--- src/rtl/lkvc_pkg.sv ---
`timescale 1ns / 1ps

package lkvc_pkg;

  localparam int DATA_W      = 32;
  localparam int CAP_W       = 5;
  localparam int ENTRIES_DEF = 16;

  typedef logic signed [DATA_W-1:0] data_t;
  typedef logic [CAP_W-1:0]         cap_t;

  // operation codes carried in the kind field
  localparam logic KIND_GET = 1'b0;
  localparam logic KIND_PUT = 1'b1;

  localparam cap_t  CAP_RESET  = CAP_W'(16);
  localparam data_t MISS_VALUE = '1;

  typedef struct packed {
    logic  kind;
    data_t key;
    data_t value;
  } req_t;

  typedef struct packed {
    logic  found;
    data_t read_value;
    logic  evicted;
    data_t evicted_key;
  } rsp_t;

  // table update command for one item
  typedef struct packed {
    logic en;      // commit this item to the table
    logic hit;     // key already present: touch, write value on a put
    logic is_put;  // write the value
    logic evict;   // insert reuses the victim slot, occupancy holds
  } upd_t;

endpackage

--- src/rtl/lkvc_if.sv ---
`timescale 1ns / 1ps

interface lkvc_req_if import lkvc_pkg::*; ();
  logic  valid;
  logic  ready;
  logic  kind;
  data_t key;
  data_t value;

  modport source(output valid, kind, key, value, input ready);
  modport sink(input valid, kind, key, value, output ready);
endinterface

interface lkvc_rsp_if import lkvc_pkg::*; ();
  logic  valid;
  logic  ready;
  logic  found;
  data_t read_value;
  logic  evicted;
  data_t evicted_key;

  modport source(output valid, found, read_value, evicted, evicted_key, input ready);
  modport sink(input valid, found, read_value, evicted, evicted_key, output ready);
endinterface

--- src/rtl/lkvc_match.sv ---
`timescale 1ns / 1ps

module lkvc_match import lkvc_pkg::*; #(
  parameter int ENTRIES = ENTRIES_DEF,
  localparam int IDX_W  = (ENTRIES > 1) ? $clog2(ENTRIES) : 1,
  localparam int CNT_W  = $clog2(ENTRIES + 1)
) (
  input  data_t              keys  [ENTRIES],
  input  logic               valid [ENTRIES],
  input  logic [IDX_W-1:0]   ranks [ENTRIES],
  input  logic [CNT_W-1:0]   count,
  input  data_t              key,
  output logic               hit,
  output logic [IDX_W-1:0]   hit_idx,
  output logic [IDX_W-1:0]   free_idx,
  output logic [IDX_W-1:0]   victim_idx
);

  logic [CNT_W-1:0] oldest_rank;

  assign oldest_rank = count - CNT_W'(1);

  // Keys of valid entries are unique and ranks of valid entries form
  // 0..count-1, so the hit and victim matches are at most one-hot.
  always_comb begin
    hit        = 1'b0;
    hit_idx    = '0;
    victim_idx = '0;
    free_idx   = '0;
    for (int i = 0; i < ENTRIES; i++) begin
      if (valid[i] && keys[i] == key) begin
        hit     = 1'b1;
        hit_idx = hit_idx | IDX_W'(i);
      end
      if (valid[i] && CNT_W'(ranks[i]) == oldest_rank) begin
        victim_idx = victim_idx | IDX_W'(i);
      end
    end
    // lowest free slot wins
    for (int i = ENTRIES - 1; i >= 0; i--) begin
      if (!valid[i]) begin
        free_idx = IDX_W'(i);
      end
    end
  end

endmodule

--- src/rtl/lkvc_table.sv ---
`timescale 1ns / 1ps

module lkvc_table import lkvc_pkg::*; #(
  parameter int ENTRIES = ENTRIES_DEF,
  localparam int IDX_W  = (ENTRIES > 1) ? $clog2(ENTRIES) : 1,
  localparam int CNT_W  = $clog2(ENTRIES + 1)
) (
  input  logic              clk,
  input  logic              rst,
  input  upd_t              upd,
  input  logic [IDX_W-1:0]  slot,
  input  data_t             key,
  input  data_t             value,
  output data_t             keys  [ENTRIES],
  output data_t             values[ENTRIES],
  output logic              valid [ENTRIES],
  output logic [IDX_W-1:0]  ranks [ENTRIES],
  output logic [CNT_W-1:0]  count
);

  logic [IDX_W-1:0] slot_rank;

  assign slot_rank = ranks[slot];

  // key and value storage, no reset
  always_ff @(posedge clk) begin
    if (upd.en) begin
      if (!upd.hit) begin
        keys[slot] <= key;
      end
      if (upd.is_put) begin
        values[slot] <= value;
      end
    end
  end

  // valid bits, recency ranks and occupancy
  always_ff @(posedge clk) begin
    if (rst) begin
      count <= '0;
      for (int i = 0; i < ENTRIES; i++) begin
        valid[i] <= 1'b0;
        ranks[i] <= '0;
      end
    end else if (upd.en) begin
      for (int i = 0; i < ENTRIES; i++) begin
        if (IDX_W'(i) == slot) begin
          ranks[i] <= '0;
          valid[i] <= 1'b1;
        end else if (valid[i] && (!upd.hit || ranks[i] < slot_rank)) begin
          ranks[i] <= ranks[i] + IDX_W'(1);
        end
      end
      if (!upd.hit && !upd.evict) begin
        count <= count + CNT_W'(1);
      end
    end
  end

endmodule

--- src/rtl/lru_key_value_cache_core.sv ---
`timescale 1ns / 1ps

// Fully associative key-value cache with least-recently-used replacement.
// Each request item is a get or a put of a signed 32-bit key; every item
// returns exactly one response item in order. The block takes one item per
// clock cycle while the response is not stalled. Each item passes the
// request register, where the key is matched against all ENTRIES keys at
// once and the recency ranks are updated in the same cycle, then the
// response register. That parallel match and rank update sets the rate.
// A stalled response holds the request register, and a new item is taken
// whenever the request register moves on or is empty.
// The capacity register (cfg_wr_data, 0 meaning 1, values above ENTRIES
// meaning ENTRIES) is written only while the table is empty; a write that
// arrives while entries are held is dropped. Reset empties the table and
// sets the capacity to 16; no clearing pass is needed.
module lru_key_value_cache_core import lkvc_pkg::*; #(
  parameter int ENTRIES = ENTRIES_DEF
) (
  input  logic       clk,
  input  logic       rst,
  input  logic       cfg_wr_en,
  input  cap_t       cfg_wr_data,
  lkvc_req_if.sink   req,
  lkvc_rsp_if.source rsp
);

  localparam int IDX_W = (ENTRIES > 1) ? $clog2(ENTRIES) : 1;
  localparam int CNT_W = $clog2(ENTRIES + 1);

  // request register
  logic stage_valid;
  req_t stage_req;
  logic advance;

  // response register
  logic rsp_valid;
  rsp_t rsp_data;
  rsp_t rsp_next;

  // capacity register and its effective value
  cap_t             capacity;
  logic [CNT_W-1:0] cap_eff;

  // table view
  data_t            keys  [ENTRIES];
  data_t            values[ENTRIES];
  logic             valid [ENTRIES];
  logic [IDX_W-1:0] ranks [ENTRIES];
  logic [CNT_W-1:0] count;

  logic             hit;
  logic [IDX_W-1:0] hit_idx;
  logic [IDX_W-1:0] free_idx;
  logic [IDX_W-1:0] victim_idx;
  logic [IDX_W-1:0] slot;
  logic             is_put;
  logic             evict;
  upd_t             upd;

  // Move the held item on when the response register is free or drains.
  assign advance   = stage_valid && (!rsp_valid || rsp.ready);
  assign req.ready = !stage_valid || advance;

  always_ff @(posedge clk) begin
    if (rst) begin
      stage_valid <= 1'b0;
    end else if (req.ready) begin
      stage_valid <= req.valid;
    end
  end

  always_ff @(posedge clk) begin
    if (req.valid && req.ready) begin
      stage_req <= '{kind: req.kind, key: req.key, value: req.value};
    end
  end

  // Capacity changes only while the table is empty.
  always_ff @(posedge clk) begin
    if (rst) begin
      capacity <= CAP_RESET;
    end else if (cfg_wr_en && count == '0) begin
      capacity <= cfg_wr_data;
    end
  end

  // Clamp zero up to one and large values down to the table depth.
  always_comb begin
    if (capacity == '0) begin
      cap_eff = CNT_W'(1);
    end else if (32'(capacity) > 32'(ENTRIES)) begin
      cap_eff = CNT_W'(ENTRIES);
    end else begin
      cap_eff = CNT_W'(capacity);
    end
  end

  lkvc_match #(
    .ENTRIES(ENTRIES)
  ) u_match (
    .keys      (keys),
    .valid     (valid),
    .ranks     (ranks),
    .count     (count),
    .key       (stage_req.key),
    .hit       (hit),
    .hit_idx   (hit_idx),
    .free_idx  (free_idx),
    .victim_idx(victim_idx)
  );

  // A put of a new key evicts once the table holds the capacity's worth.
  assign is_put = (stage_req.kind == KIND_PUT);
  assign evict  = is_put && !hit && !(count < cap_eff);

  always_comb begin
    if (hit) begin
      slot = hit_idx;
    end else if (evict) begin
      slot = victim_idx;
    end else begin
      slot = free_idx;
    end
  end

  // A get miss leaves the table untouched.
  assign upd = '{en: advance && (hit || is_put), hit: hit, is_put: is_put, evict: evict};

  lkvc_table #(
    .ENTRIES(ENTRIES)
  ) u_table (
    .clk   (clk),
    .rst   (rst),
    .upd   (upd),
    .slot  (slot),
    .key   (stage_req.key),
    .value (stage_req.value),
    .keys  (keys),
    .values(values),
    .valid (valid),
    .ranks (ranks),
    .count (count)
  );

  // Build the response from the table as it stands before this item.
  always_comb begin
    rsp_next.found       = hit;
    rsp_next.evicted     = evict;
    rsp_next.evicted_key = evict ? keys[victim_idx] : '0;
    if (is_put) begin
      rsp_next.read_value = '0;
    end else if (hit) begin
      rsp_next.read_value = values[hit_idx];
    end else begin
      rsp_next.read_value = MISS_VALUE;
    end
  end

  always_ff @(posedge clk) begin
    if (rst) begin
      rsp_valid <= 1'b0;
    end else if (advance) begin
      rsp_valid <= 1'b1;
    end else if (rsp.ready) begin
      rsp_valid <= 1'b0;
    end
  end

  always_ff @(posedge clk) begin
    if (advance) begin
      rsp_data <= rsp_next;
    end
  end

  assign rsp.valid       = rsp_valid;
  assign rsp.found       = rsp_data.found;
  assign rsp.read_value  = rsp_data.read_value;
  assign rsp.evicted     = rsp_data.evicted;
  assign rsp.evicted_key = rsp_data.evicted_key;

endmodule
--- src/flat_wrapper.sv ---
// flat-port wrapper written by rule: the top's interface ports become plain ports
module lru_key_value_cache_core_flat import lkvc_pkg::*;
#(
  parameter int ENTRIES = ENTRIES_DEF
)
  (clk, rst, cfg_wr_en, cfg_wr_data, req_valid, req_kind, req_key, req_value, req_ready, rsp_valid, rsp_found, rsp_read_value, rsp_evicted, rsp_evicted_key, rsp_ready);
  lkvc_req_if req_i ();
  lkvc_rsp_if rsp_i ();
  input  logic clk;
  input  logic rst;
  input  logic cfg_wr_en;
  input  cap_t cfg_wr_data;
  input wire logic [$bits(req_i.valid)-1:0] req_valid;
  input wire logic [$bits(req_i.kind)-1:0] req_kind;
  input wire logic [$bits(req_i.key)-1:0] req_key;
  input wire logic [$bits(req_i.value)-1:0] req_value;
  output wire logic [$bits(req_i.ready)-1:0] req_ready;
  output wire logic [$bits(rsp_i.valid)-1:0] rsp_valid;
  output wire logic [$bits(rsp_i.found)-1:0] rsp_found;
  output wire logic [$bits(rsp_i.read_value)-1:0] rsp_read_value;
  output wire logic [$bits(rsp_i.evicted)-1:0] rsp_evicted;
  output wire logic [$bits(rsp_i.evicted_key)-1:0] rsp_evicted_key;
  input wire logic [$bits(rsp_i.ready)-1:0] rsp_ready;
  assign req_i.valid = req_valid;
  assign req_i.kind = req_kind;
  assign req_i.key = req_key;
  assign req_i.value = req_value;
  assign req_ready = req_i.ready;
  assign rsp_valid = rsp_i.valid;
  assign rsp_found = rsp_i.found;
  assign rsp_read_value = rsp_i.read_value;
  assign rsp_evicted = rsp_i.evicted;
  assign rsp_evicted_key = rsp_i.evicted_key;
  assign rsp_i.ready = rsp_ready;
  lru_key_value_cache_core #(.ENTRIES(ENTRIES)) u_core (.clk(clk), .rst(rst), .cfg_wr_en(cfg_wr_en), .cfg_wr_data(cfg_wr_data), .req(req_i), .rsp(rsp_i));
endmodule
--- config.mk ---
export PLATFORM = sky130hd
export DESIGN_NAME = lru_key_value_cache_core_flat
export DESIGN_NICKNAME = d
export VERILOG_FILES = /design/src/rtl/lkvc_pkg.sv /design/src/rtl/lkvc_if.sv /design/src/rtl/lkvc_match.sv /design/src/rtl/lkvc_table.sv /design/src/rtl/lru_key_value_cache_core.sv /design/src/flat_wrapper.sv
export SDC_FILE = /design/constraint.sdc
export NUM_CORES = 2
export LEC_CHECK = 0
export BUFFER_PORTS_ARGS = -buffer_cell sky130_fd_sc_hd__buf_2
export CAP_MARGIN = 30
export CORE_MARGIN = 4
export CORE_UTILIZATION = 48
export DETAILED_ROUTE_END_ITERATION = 10
export PLACE_DENSITY_LB_ADDON = 0.08
export SETUP_SLACK_MARGIN = 0.5
export SYNTH_ARGS = -nofsm -noshare
export SYNTH_HDL_FRONTEND = slang
export SYNTH_SLANG_ARGS = --single-unit
--- constraint.sdc ---
create_clock -name clk -period 8.3 [get_ports clk]
set_clock_uncertainty 0.1 [all_clocks]
set_input_delay 0.83 -clock clk [delete_from_list [all_inputs] [get_ports clk]]
set_output_delay 0.83 -clock clk [all_outputs]
set_load 0.05 [all_outputs]
Yosys cells after proc, flatten, opt, wreduce, memory -nomap -nowiden
Index checks and enable logic that the tools add are counted.
{"block": "totals", "ff_bits": 1247, "latchBits": 0, "mem_bits_rw": 0, "mem_bits_ro": 0, "inputBits": 75, "out_inout_bits": 68, "wordCells": 413, "mem_count": 0}
{"block": "classes", "add_sub_neg": 18, "multipliers": 0, "div_mod_pow": 0, "n_lt_le_gt_ge": 22, "n_eq_ne": 46, "shifts": 0, "mux": 114, "bitwise_logic": 4, "reduce_logical": 134}
{"cell": "bitwise mux 512 bit", "n": 2}
{"cell": "== test 32 bit", "n": 16}
{"cell": "2-to-1 mux 4 bit", "n": 68}
{"cell": "binary-select mux 32 bit (select 4 bit)", "n": 2}
{"cell": "2-to-1 mux 32 bit", "n": 6}
{"cell": "demux 32 bit (select 4 bit)", "n": 1}
{"cell": "== test 4 x 5 -> 1 bit", "n": 15}
{"cell": "AND reduction 2 bit", "n": 35}
{"cell": "adder 4 x 1 -> 4 bit, second input constant", "n": 16}
{"cell": "less-than comparator 4 bit", "n": 16}
{"cell": "logical AND 1 bit", "n": 55}
{"cell": "nonzero test 2 bit", "n": 17}
{"cell": "== test 4 bit, first input constant", "n": 8}
{"cell": "2-to-1 mux 3 bit", "n": 8}
{"cell": "2-to-1 mux 1 bit", "n": 20}
{"cell": "logical OR 1 bit", "n": 19}
{"cell": "binary-select mux 4 bit (select 4 bit)", "n": 1}
{"cell": "== test 3 x 4 -> 1 bit, first input constant", "n": 4}
{"cell": "greater-or-equal comparator 5 bit, second input constant", "n": 3}
{"cell": "inverter 4 -> 5 bit", "n": 3}
{"cell": "zero test 5 bit", "n": 2}
{"cell": "2-to-1 mux 5 bit", "n": 2}
{"cell": "== test 2 x 4 -> 1 bit, first input constant", "n": 2}
{"cell": "2-to-1 mux 2 bit", "n": 4}
{"cell": "other kinds (9)", "n": 13}

Logic depth before layout (Yosys ltp)
{"block": "depth", "depth_word": 32, "depth_mapped": 30, "mapped_depth_nobuf": 24}

Hierarchy
Synthesis repeated with hierarchy kept, for this count alone.
{"block": "unflattened", "cells_unflattened": 3449, "area_unflattened_um2": 56864.5}
{"mod": "lkvc_table", "instances": 1, "cells_per_inst": 1708, "area_per_inst_um2": 37383.4, "seq_area_each_um2": 32451.1}
{"mod": "lru_key_value_cache_core", "instances": 1, "cells_per_inst": 819, "area_per_inst_um2": 12364.4, "seq_area_each_um2": 4073.9}
{"mod": "lkvc_match", "instances": 1, "cells_per_inst": 922, "area_per_inst_um2": 7116.8, "seq_area_each_um2": 0.0}

Least setup slack after synthesis
OpenSTA, ideal clock, no wires.
{"block": "synth_path", "path_kind": "input to register", "startpoint": "input port rsp_ready", "endpoint": "register u_core.u_table.values[384] in the netlist's numbering (enable)", "setup_time_ns": 0.461, "t_arrival_ns": 7.054, "t_required_ns": 7.739, "slack_ns": 0.685, "path_stages": 4, "path_buffers": 0, "path_cell_list": "nor2b_1 -> nor2b_1 -> nand2_1 -> nor3_1"}
{"block": "synth_between", "elab_chain_cells": 4}
{"item": "start: declaration", "line_no": "flat_wrapper.sv:23", "text": "input wire logic [$bits(rsp_i.ready)-1:0] rsp_ready;"}
{"item": "logical OR 1 bit", "line_no": "lru_key_value_cache_core.sv:61", "text": "assign advance = stage_valid && (!rsp_valid || rsp.ready);"}
{"item": "logical AND 1 bit", "line_no": "lru_key_value_cache_core.sv:61"}
{"item": "net u_core.advance", "line_no": "lru_key_value_cache_core.sv:33", "text": "logic advance;"}
{"item": "logical AND 1 bit", "line_no": "lru_key_value_cache_core.sv:127", "text": "assign upd = '{en: advance && (hit || is_put), hit: hit, is_put: is_put, evict: evict};"}
{"item": "AND reduction 2 bit (no line)"}
{"item": "end signal: indexed assignment", "line_no": "lkvc_table.sv:32", "text": "values[slot] <= value;"}
{"item": "end: declaration", "line_no": "lkvc_table.sv:15", "text": "output data_t values[ENTRIES],"}
The timed path passes the listed nets, and every way through them passes these cells.
A chain may end at the register's enable or synchronous reset.

Final worst setup path
{"block": "layout_path", "startpoint": "register u_core.stage_req[36] in the netlist's numbering", "endpoint": "register u_core.u_table.ranks[7] in the netlist's numbering"}
{"block": "layout_between", "elab_chain_cells": 32, "word_cells_on_any_way": 81, "classes_between": "order compare (1); eq/ne (17); mux (37); bitwise (1); reduce/logical (25)"}
{"item": "start: declaration", "line_no": "lru_key_value_cache_core.sv:32", "text": "req_t stage_req;"}
{"item": "start signal: assignment", "line_no": "lru_key_value_cache_core.sv:74", "text": "stage_req <= '{kind: req.kind, key: req.key, value: req.value};"}
{"item": "== test 32 bit", "line_no": "lkvc_match.sv:31", "text": "if (valid[i] && keys[i] == key) begin"}
{"item": "logical AND 1 bit", "line_no": "lkvc_match.sv:31"}
{"item": "2-to-1 mux 1 bit (16 in a row)", "line_no": "lkvc_match.sv:31"}
{"item": "zero test 1 bit", "line_no": "lkvc_table.sv:50, lru_key_value_cache_core.sv:114"}
{"item": "logical AND 1 bit (2 in a row)", "line_no": "lru_key_value_cache_core.sv:114", "text": "assign evict = is_put && !hit && !(count < cap_eff);"}
{"item": "2-to-1 mux 4 bit", "line_no": "lru_key_value_cache_core.sv:119", "text": "end else if (evict) begin"}
{"item": "2-to-1 mux 4 bit", "line_no": "lru_key_value_cache_core.sv:117", "text": "if (hit) begin"}
{"item": "inverter 4 -> 5 bit (not written as such)", "line_no": "lkvc_table.sv:23", "text": "assign slot_rank = ranks[slot];"}
{"item": "binary-select mux 4 bit (select 4 bit)", "line_no": "lkvc_table.sv:23"}
{"item": "2-to-1 mux 4 bit (not written as such) (2 in a row)", "line_no": "lkvc_table.sv:23"}
{"item": "less-than comparator 4 bit", "line_no": "lkvc_table.sv:50", "text": "end else if (valid[i] && (!upd.hit || ranks[i] < slot_rank)) begin"}
{"item": "logical OR 1 bit", "line_no": "lkvc_table.sv:50"}
{"item": "logical AND 1 bit", "line_no": "lkvc_table.sv:50"}
{"item": "nonzero test 2 bit (no line)"}
{"item": "AND reduction 2 bit (no line)"}
{"item": "end signal: indexed assignment", "line_no": "lkvc_table.sv:51", "text": "ranks[i] <= ranks[i] + IDX_W'(1);"}
{"item": "end: declaration", "line_no": "lkvc_table.sv:17", "text": "output logic [IDX_W-1:0] ranks [ENTRIES],"}
Several ways; a longest one is shown, not always the timed one. The select of a mux whose other input is x is not followed.

==> metrics.yaml <==
status:
  status: "complete, no violations"
logic_synthesis:
  synth_area_per_cell_um2: 12.7
  yosysWarnings: 0
  netlist_top_cells_count: "edfxtp_1, nand2_1, xor2_1, mux2i_1, a211oi_1"
  synth_top_area_share: 0.578
  synth.most_common_cell: "edfxtp_1"
  synth_cell_type_count: 77
  synthFlopType: "edfxtp_1"
  netlist_instances: 4733
  ys_seq_area_frac: 0.609
  yosys.area.top_type: "edfxtp_1"
  synth-edff-count: 1155
  synth_seq_cells: 1247
  synthArstFlopShare: 0
  synth.area.top_cells: "edfxtp_1, xor2_1, mux2i_1, dfxtp_1, nand2_1"
  synthesis.area_um2: 60000
  syn_nets: 4879
placement:
  place.gp.congestion: 1.03
  place_area_um2: 63100
  place.port_buffers: 142
  hpwl_um: 136000
global_route:
  antenna_found_initial: 5
  grt_usage: 0.304
  use_met2: 0.495
  grt_overflow: 0
  grt_max_degree: 147
  top_usage_layer: "met2"
  use_met1: 0.407
  use_met3: 0.0483
  grt_pass1_wl_um: 287000
  grt_pass1_vias: 39103
critical_path:
  crit_fanout: 26
  path_cells: "buf_4, xnor2_1, nand4_1, or3_1, nor3_1, a41o_1, or3_2, a21oi_4, a21oi_1, nand3_1, o22ai_1, or2_2, ha_1, a211o_1, o31a_1, or3b_2, a21oi_1, o22ai_1, and2_1"
  crit_path_max_incr_delay_ps: 790
  required_ps: 8880
  end_kind: "register"
  cp.arrival_ps: 7760
  reg2reg_depth: 19
  cp_slowest_cell: "nor3_1"
  worstSetupPathType: "reg -> reg"
  critPathLaunchType: "register"
power:
  ir_drop_uv: 219
  powerDensity_nw_per_um2: 202
  leakagePower_nw: 24.2
routing:
  routedWlPerCell_um: 30.8
  initialDrtViolationCount: 4178
  drc_errors: 0
  wl_um: 204000
  routed-via-count: 41360
  ant_nets: 0
  routed_via_density: 6.24
  drt_first_pass_iters: 6
cts:
  cts_tree: "yes"
  cts_buffer_depth: 3
  cts_resized: 0
  cts-root-buf: "clkbuf_16"
  cts_buffers: 138
  postCtsSetupBuffers: 0
  htreeDepth: 4
  cts_sinks: 1247
  clk-insertion-delay-late_ps: 800
  clk_pin_slew_worst_paths_ps: 60
  cts_hold_buf: 0
timing:
  finalSetupViolCount: 0
  period_share: 0.865
  rsz0062_at_grt: "false"
  worstMarginPinSlew_ps: 1160
  max_slew_margin: 0.217
  hold_viol: 0
  fin_hold_ws_ps: 117
  period_needed_ps: 7180
  clock.fmax_mhz: 139
  maxSlewViolCount: 0
  setup_tns_ps: 0
min_path:
  hold_class: "in -> reg"
  hold_depth: 1
die:
  start_util: 0.484
  die_w_um: 362
  die_h_um: 362
  rows: 129
  io-pin-count: 143
  core_um2: 124000
  die-area_um2: 131000
finish:
  finish.utilization: 0.545
  drive_above_1_share: 0.126
  fin_nets: 5018
  fin_area_um2: 67600
  area_growth_pct: 12.7
flow_run:
  maxCapViolations: 0
## report_power, final
group	leakage (nW)	total (mW)	internal, mW	switching, mW
Sequential	11.2	7.00	6.92	0.0793
Clock	2.16	6.02	3.40	2.62
Combinational	10.8	0.672	0.182	0.490
Total	24.2	13.7	10.5	3.19
## logic make-up after synthesis
logic type                 synth area share
buffers and inverters                0.0239
DFF                                   0.609
xor gates and xnor gates             0.0847
adders and majority gates            0.0148
muxes                                0.0617
and+or+nand+nor                       0.122
AOI/OAI and AO/OA                    0.0845
## metal layers
metal / vias up / part of all wire
met5: - / 0.000039
met4: 2 / 0.047
met3: 385 / 0.071
met2: 1887 / 0.47
met1: 20831 / 0.41
li1: 18255 / -
## flip-flops by register name, summed over array words and instances (netlist names)
name / count
u_core.capacity: 5
u_core.is_put: 1
u_core.rsp.evicted: 1
u_core.rsp.evicted_key: 32
u_core.rsp.found: 1
u_core.rsp.read_value: 32
u_core.rsp.valid: 1
u_core.stage_req: 64
u_core.stage_valid: 1
u_core.u_table.count: 5
u_core.u_table.keys: 512
u_core.u_table.ranks: 64
u_core.u_table.valid: 16
u_core.u_table.values: 512
## cell usage in the layout (no fill, tap or decap), types with 16 or more instances in the layout
cell	count
nand3_1	99
or3_1	17
xor2_1	409
dfxtp_1	92
o21ai_0	67
clkbuf_1	34
nor4b_1	16
ha_1	71
clkinv_2	23
clkinv_1	22
mux2_2	64
nand4_1	89
inv_1	57
nand4b_1	17
nand2_1	426
nor4_1	161
and2_1	108
nand2b_1	45
edfxtp_1	1155
o211ai_1	19
clkbuf_16	140
nand3b_1	36
a21oi_1	181
nor2b_1	44
or4_1	45
buf_4	138
buf_2	143
a21o_1	16
a31oi_1	51
a211oi_1	204
nor2_4	28
nor2_1	133
xnor2_1	150
nor3_1	72
mux2i_1	295
a311oi_1	96
## worst paths after layout
| kind | from | to | slack [ps] |
|---|---|---|---|
| worst max-delay path | u_core.stage_req[36] | u_core.u_table.ranks[7] | 1120 |
| worst min-delay path | req_key[12] | u_core.stage_req[44] | 120 |
| worst max register to register | u_core.stage_req[36] | u_core.u_table.ranks[7] | 1120 |
| worst min register to register | u_core.stage_valid | u_core.rsp.valid | 420 |
## final cells by class
class / count / area (µm²)
clock buffers: 178 / 3690
repair buffers: 294 / 2030
inverters: 57 / 214
well taps: 1637 / 2050
flip-flops and latches: 1247 / 36500
multi-input cells: 3134 / 22400
clock inverters: 72 / 748
diodes: 4 / 10.0
fillers: 10488 / 56300
## metrics by stage
step | std cells | setup WS [ps] | power, mW
2_1_floorplan | 4733 | 685 | 7.48
3_3_place_gp | 6362 | 1230 | 7.79
3_5_place_dp | 6367 | 1180 | 7.79
4_1_cts | 6617 | 1150 | 13.8
5_1_grt | 6620 | 836 | 14.1
6_report | 6623 | 1120 | 13.7
## critical path: cells and delay by family (launching register included)
| family | cells | cell delay (ps) |
|---|---|---|
| fa+ha+maj | 1 | 340 |
| flops | 1 | 640 |
| simple gates | 8 | 3280 |
| buf+inv | 1 | 510 |
| xor+xnor | 1 | 280 |
| compound gates | 8 | 1880 |
Power figures use the tool's default switching activity.
